<file path="src/design/otq_pkg.sv">
// ----------------------------------------------------------------------------
// otq_pkg: shared types and constants of the ordered timer queue
// Slot entry layout, request and response words, function and result codes.
// ----------------------------------------------------------------------------
`timescale 1ns / 1ps

package otq_pkg;

	localparam int TIMER_SLOTS = 16;
	localparam int TIME_BITS   = 48;
	localparam int MAX_RESULTS = 16;

	localparam int SLOT_W = $clog2(TIMER_SLOTS);
	localparam int CNT_W  = $clog2(TIMER_SLOTS + 1);
	localparam int POP_W  = $clog2(MAX_RESULTS + 1);

	localparam int ID_W   = 32;
	localparam int TAG_W  = 16;
	localparam int DUR_W  = 24;
	localparam int KIND_W = 3;
	localparam int ACT_W  = 5;

	// request function codes
	localparam logic [1:0] FUNC_ADD    = 2'd0;
	localparam logic [1:0] FUNC_REMOVE = 2'd1;
	localparam logic [1:0] FUNC_ADJUST = 2'd2;
	localparam logic [1:0] FUNC_TICK   = 2'd3;

	// result kinds
	localparam logic [KIND_W-1:0] KIND_ADD     = 3'd0;
	localparam logic [KIND_W-1:0] KIND_REMOVE  = 3'd1;
	localparam logic [KIND_W-1:0] KIND_ADJUST  = 3'd2;
	localparam logic [KIND_W-1:0] KIND_EXPIRED = 3'd3;
	localparam logic [KIND_W-1:0] KIND_NO_DUE  = 3'd4;

	// cell operations, broadcast to the whole row
	localparam logic [1:0] CELL_HOLD   = 2'd0;
	localparam logic [1:0] CELL_INSERT = 2'd1;
	localparam logic [1:0] CELL_DELETE = 2'd2;
	localparam logic [1:0] CELL_POP    = 2'd3;

	typedef struct packed {
		logic [TIME_BITS-1:0] expiry;
		logic [ID_W-1:0]      id;
		logic [TAG_W-1:0]     tag;
	} entry_t;

	typedef struct packed {
		logic [1:0]       func;
		logic [ID_W-1:0]  timer_id;
		logic [DUR_W-1:0] duration;
		logic [TAG_W-1:0] callback_tag;
	} timer_req_t;

	typedef struct packed {
		logic [KIND_W-1:0] result_kind;
		logic              ok;
		logic [ID_W-1:0]   result_id;
		logic [TAG_W-1:0]  result_tag;
		logic [ACT_W-1:0]  active_count;
		logic              last;
	} timer_rsp_t;

	// command seen by every cell
	typedef struct packed {
		logic [1:0] op;
		entry_t     key;
	} cell_cmd_t;

	// flags a cell hands to its right-hand neighbour
	typedef struct packed {
		logic le;    // occupied and expiry not later than the key
		logic seen;  // id match at this cell or any cell to the left
	} cell_link_t;

endpackage

</file>
<file path="src/design/otq_cell.sv">
// ----------------------------------------------------------------------------
// otq_cell: one slot of the sorted timer row
// Holds one entry; shifts right on insert, left on delete or pop, and
// compares its expiry and id against the broadcast key.
// ----------------------------------------------------------------------------
`timescale 1ns / 1ps

module otq_cell
	import otq_pkg::*;
(
	input  logic       clk,
	input  cell_cmd_t  cmd,
	input  logic       occupied,
	input  cell_link_t left_link,
	input  entry_t     left_ent,
	input  entry_t     right_ent,
	output cell_link_t link,
	output logic       first_hit,
	output entry_t     ent
);

	entry_t ent_q;
	logic   match;

	assign ent = ent_q;

	// compare against the broadcast key
	assign match          = occupied && (ent_q.id == cmd.key.id);
	assign link.le        = occupied && (ent_q.expiry <= cmd.key.expiry);
	assign link.seen      = left_link.seen | match;
	assign first_hit      = match & ~left_link.seen;

	// slot update
	always_ff @(posedge clk) begin
		unique case (cmd.op)
			CELL_INSERT: begin
				if (!link.le) begin
					ent_q <= left_link.le ? cmd.key : left_ent;
				end
			end
			CELL_DELETE: begin
				if (link.seen) begin
					ent_q <= right_ent;
				end
			end
			CELL_POP: begin
				ent_q <= right_ent;
			end
			default: begin
				ent_q <= ent_q;
			end
		endcase
	end

endmodule

</file>
<file path="config.mk">
export PLATFORM = sky130hd
export DESIGN_NAME = otq_cell
export DESIGN_NICKNAME = d
export VERILOG_FILES = /design/src/design/otq_pkg.sv /design/src/design/otq_cell.sv
export SDC_FILE = /design/constraint.sdc
export NUM_CORES = 1
export LEC_CHECK = 0
export BUFFER_PORTS_ARGS = -buffer_cell sky130_fd_sc_hd__buf_2
export CAP_MARGIN = 30
export CORE_AREA = 2 2 152 154
export DETAILED_ROUTE_END_ITERATION = 12
export DIE_AREA = 0 0 154 156
export HOLD_SLACK_MARGIN = 0.05
export PLACE_DENSITY = 0.68
export SYNTH_ARGS = -nofsm -noshare
export SYNTH_HDL_FRONTEND = slang
export SYNTH_SLANG_ARGS = --single-unit
</file>
<file path="constraint.sdc">
create_clock -name clk -period 5.61 [get_ports clk]
set_input_delay 0.2805 -clock clk [delete_from_list [all_inputs] [get_ports clk]]
set_output_delay 0.2805 -clock clk [all_outputs]
set_load 0.02 [all_outputs]
</file>
# Word-level counts from Yosys, hierarchy flattened
# Cells that the tools add are included.
[totals]
regBits = 96
inputBits = 294
[op_classes]
magnitude_cmp = 1
eq_ne = 6
n_mux = 4
bitwise = 3
reduce_logical = 4
[ops]
columns = ["operator", "count"]
rows = [
  ["$mux 96", 3],
  ["$pmux 96 s3", 1],
  ["$le 48x48->1", 1],
  ["$eq 32x32->1", 1],
  ["$eq 2x2->1 const B", 2],
  ["$ne 2x2->1 const B", 2],
  ["$reduce_and 3->1", 1],
  ["$reduce_bool 3->1", 1],
  ["$eq 2x1->1 const B", 1],
  ["$logic_and 1x1->1", 2],
  ["$and 1x1->1", 1],
  ["$not 1->1", 1],
  ["$or 1x1->1", 1],
]

# Logic depth before layout (Yosys ltp)
[logic_depth]
depth_word = 5
depth_mapped = 9
mapped_depth_nobuf = 9

# Worst setup path before layout
# Ideal clock, no wire load.
[synth_timing]
path_kind = "register -> register"
from = "register ent_q, in the netlist ent[85]"
to = "register ent_q, in the netlist ent[0], enable pin"
setup_time_ns = 0.453
arrival_ns = 4.026
t_required_ns = 5.157
path_slack_ns = 1.131
stages_incl_launch_ff = 9
path_buffers = 0
period_less_slack_ns = 4.479
path_cell_list = "edfxtp_1 > ha_1 > nand4_2 > nor3_2 > nand3_1 > or4_1 > o21ai_0 > a211o_1 > a21o_1"
[synth_via]
elab_chain_cells = 4
[synth_rtl]
columns = ["item", "line", "source"]
rows = [
  ["start, declared", "otq_cell.sv:22", "entry_t ent_q;"],
  ["start signal, assigned", "otq_cell.sv:38", "ent_q <= left_link.le ? cmd.key : left_ent;"],
  ["start signal, assigned", "otq_cell.sv:43", "ent_q <= right_ent;"],
  ["start signal, assigned", "otq_cell.sv:47", "ent_q <= right_ent;"],
  ["$le 48x48->1", "otq_cell.sv:29", "assign link.le = occupied && (ent_q.expiry <= cmd.key.expiry);"],
  ["$logic_and 1x1->1", "otq_cell.sv:29", ""],
  ["$ne 2x2->1 (no line)", "--", ""],
  ["$reduce_and 3->1 (no line)", "--", ""],
]
# Every way passes these cells.
# A chain may end at the register's enable or synchronous reset.

# Worst setup path in the final report
[layout_timing]
from = "register ent_q, in the netlist ent[78]"
to = "register ent_q, in the netlist ent[2], enable pin"
# The elaborated chain is that of the path after synthesis.

==> metrics.txt <==
clk slew on worst S/H paths=0.08 ns; Comb pwr share=about 30%; switching part of the total=roughly a third; DRT antenna net count=0; synthesis-stage register bit count=96; footprint of the multi-input gates=roughly 3200 um^2; Inst Count DP=1,290; port bufs=392; endpoints failing hold=0; Post-synth EDFFs=96; Clock H-tree levels=3; die area=between 20,000 and 25,000 um^2; most frequent cells in the layout=buf_2 (390), nand2_1 (108), o21ai_0 (103), mux2i_1 (96), edfxtp_1 (96); Syn Inst Count=approximately 640; P_leak=about 4.5 nW; final setup margin=2.26 ns; RSZ-0062 raised after global routing=no; I/O pin count=between 300 and 400; max reg flops=96; ys async rst share=0%; Syn Nets=just under 1,000; diode count=0; Critical Path Sink Type=flip-flop; final setup fails=0; Worst Path Arrival=between 3 and 4 ns; largest net degree at the start of global routing=98; delay-heaviest family, CP=simple AND/OR/NAND/NOR gates; Max VDD drop=around 130 uV; setup bufs post-CTS=0; Worst Tran Pin Value=between 0.8 and 0.9 ns; clk buf depth=2; first-pass GRT wire length=31.9 mm; slew margin rel.=44.9%; total CTS buffers=9; clock sinks=96; initial antenna violation count=0; via/cell ratio=around 4.7; f_max=approximately 0.3 GHz; DR pass1 iterations=7; worst hold path type=in2reg; P&R area growth vs syn=39.6%; crit-path cells=ha_1 > nand4_1 > nor3_1 > nand3_1 > or4_1 > or3_1 > and2_0 > a21o_4 > buf_16; Tcrit/Tclk final=about 60%; Final Routed Wirelength=21.5 mm; Placement Setup Slack=2.22 ns; fin util=40.1%; clock latency on the worst-skew pair=between 0.3 and 0.4 ns; pwr dens=between 200 and 250 nW/um^2; # Max-Cap Violations=0; CP Class=reg2reg; Layout fillers=2,249; clock power share=around a quarter; gr usage total=between 10% and 20%; commonest non-fill, non-tap cell in the layout=buf_2; drt initial violations=between 300 and 400; DRC Markers=0; Final nets=~1,400; GPL Wtd Cong=0.833; Post-Layout Cell Count=around 1,300; sw power=0.000726 W; setup TNS=0 ns; Syn Std Cell Area=roughly 6400 um^2; Post-CTS Resized=0; Wirelength per Cell=between 15 and 20 um; core area=roughly 22,000 um^2; Slew Limit Fails=0; register area=between 2000 and 3000 um^2; Die X=154 um; CTS Hold Bufs=0; Synth Flop Type=edfxtp_1; internal power=~0.0015 W; Finished Cell Area=~9000 um^2; Synth warnings=0; CTS tree=built; sequential-to-total area share from yosys stat=44.9%; clock period minus worst slack=~3.3 ns; Required @ worst endpoint=about 5.7 ns; CP Launch Type=flip-flop; slowest CP cell=or4_1; DP Wirelength=between 15 and 20 mm; skew final=roughly 0.015 ns; crit path max fanout=58; status=completed; gr ovfl total=0; slowest cell delay on critical path=0.55 ns; Chip Height=approximately 160 um; Critical path buffers and inverters=1; Syn Area/Cell=between 10 and 15 um^2; clock root cell=clkbuf_16; starting density of the core=approximately 29%; Rows=55; share of layout cells above drive strength 1=just over 40%; sequential power share=43.4%; Area after DPL=8690 um^2; Netlist cell types=32; Vias=6,100; vias in the first global route=~6,000
## power groups by stage
stage               Sequential, W  Clock (W)  Combinational (W)
floorplan                 0.00108          0           0.000258
global placement         0.000970          0           0.000662
detailed placement       0.000970          0           0.000676
CTS                      0.000956   0.000604           0.000677
global route             0.000967   0.000625           0.000733
finish                   0.000956   0.000582           0.000666
## worst register-to-register path: cells and delay by family, from the launching register on
kind                     cells  cell delay, ns
AND/OR/NAND/NOR              6            1.65
adder cells (fa/ha/maj)      1            0.33
buffers and inverters        1            0.28
flip-flops                   1            0.40
AO/OA/AOI/OAI                1            0.36
## layer usage
layer  GRT usage, %  part of all wire, %  vias up
met1           19.4                   40     2758
li1               -                    -     3050
met3           3.44                  6.7       16
met4           5.07                  1.4        0
met2           32.9                   52      276
met5              0                    0        -
## worst paths after layout
check,start,to,slack (ns),cells after the start
worst max-delay path,ent[78],ent[2],2.26,9
worst min-delay path,right_ent[25],ent[25],0.20,3
worst max register to register,ent[78],ent[2],2.26,9
worst min register to register,ent[95],ent[61],1.37,5
## logic make-up after synthesis
| logic type | Yosys count | share of synthesized area, % |
|---|---|---|
| and+or+nand+nor | 147 | 10.1 |
| AOI/OAI and AO/OA | 139 | 11.7 |
| muxes | 96 | 15.0 |
| DFF | 96 | 44.9 |
| buffers and inverters | 82 | 4.85 |
| adders and majority gates | 48 | 9.35 |
| xor gates and xnor gates | 31 | 4.23 |
## final cells by class
| cell class | count | share of cell area (%) |
|---|---|---|
| repair buffers | 398 | 22.7 |
| inverters | 50 | 2.09 |
| clock buffers | 10 | 2.55 |
| flip-flops and latches | 96 | 32.1 |
| clock inverters | 6 | 0.488 |
| multi-input cells | 461 | 36.1 |
| well taps | 285 | 3.98 |
## cell usage after synthesis, drive strengths merged, types with 3 or more instances
| master | n | area share, % |
|---|---|---|
| a21o | 8 | 0.95 |
| inv | 50 | 2.9 |
| nor2 | 4 | 0.23 |
| nand3 | 8 | 0.62 |
| edfxtp | 96 | 45 |
| nand4 | 13 | 1.4 |
| xor2 | 5 | 0.68 |
| clkbuf | 23 | 1.3 |
| nand2 | 108 | 6.3 |
| nor3 | 3 | 0.31 |
| and4 | 3 | 0.43 |
| o21ai | 103 | 8.0 |
| buf | 9 | 0.58 |
| ha | 48 | 9.4 |
| a211oi | 4 | 0.47 |
| xnor2 | 26 | 3.5 |
| mux2i | 96 | 15 |
| a21oi | 18 | 1.4 |
| a211o | 4 | 0.55 |
## metrics by stage
step	total power (W)	hold WS, ns
after floorplan	0.00134	0.472
after CTS	0.00224	0.183
after global routing	0.00232	0.211
final	0.00220	0.201
after global placement	0.00163	0.561
after detailed placement	0.00165	0.562
(Power assumes the default switching activity.)
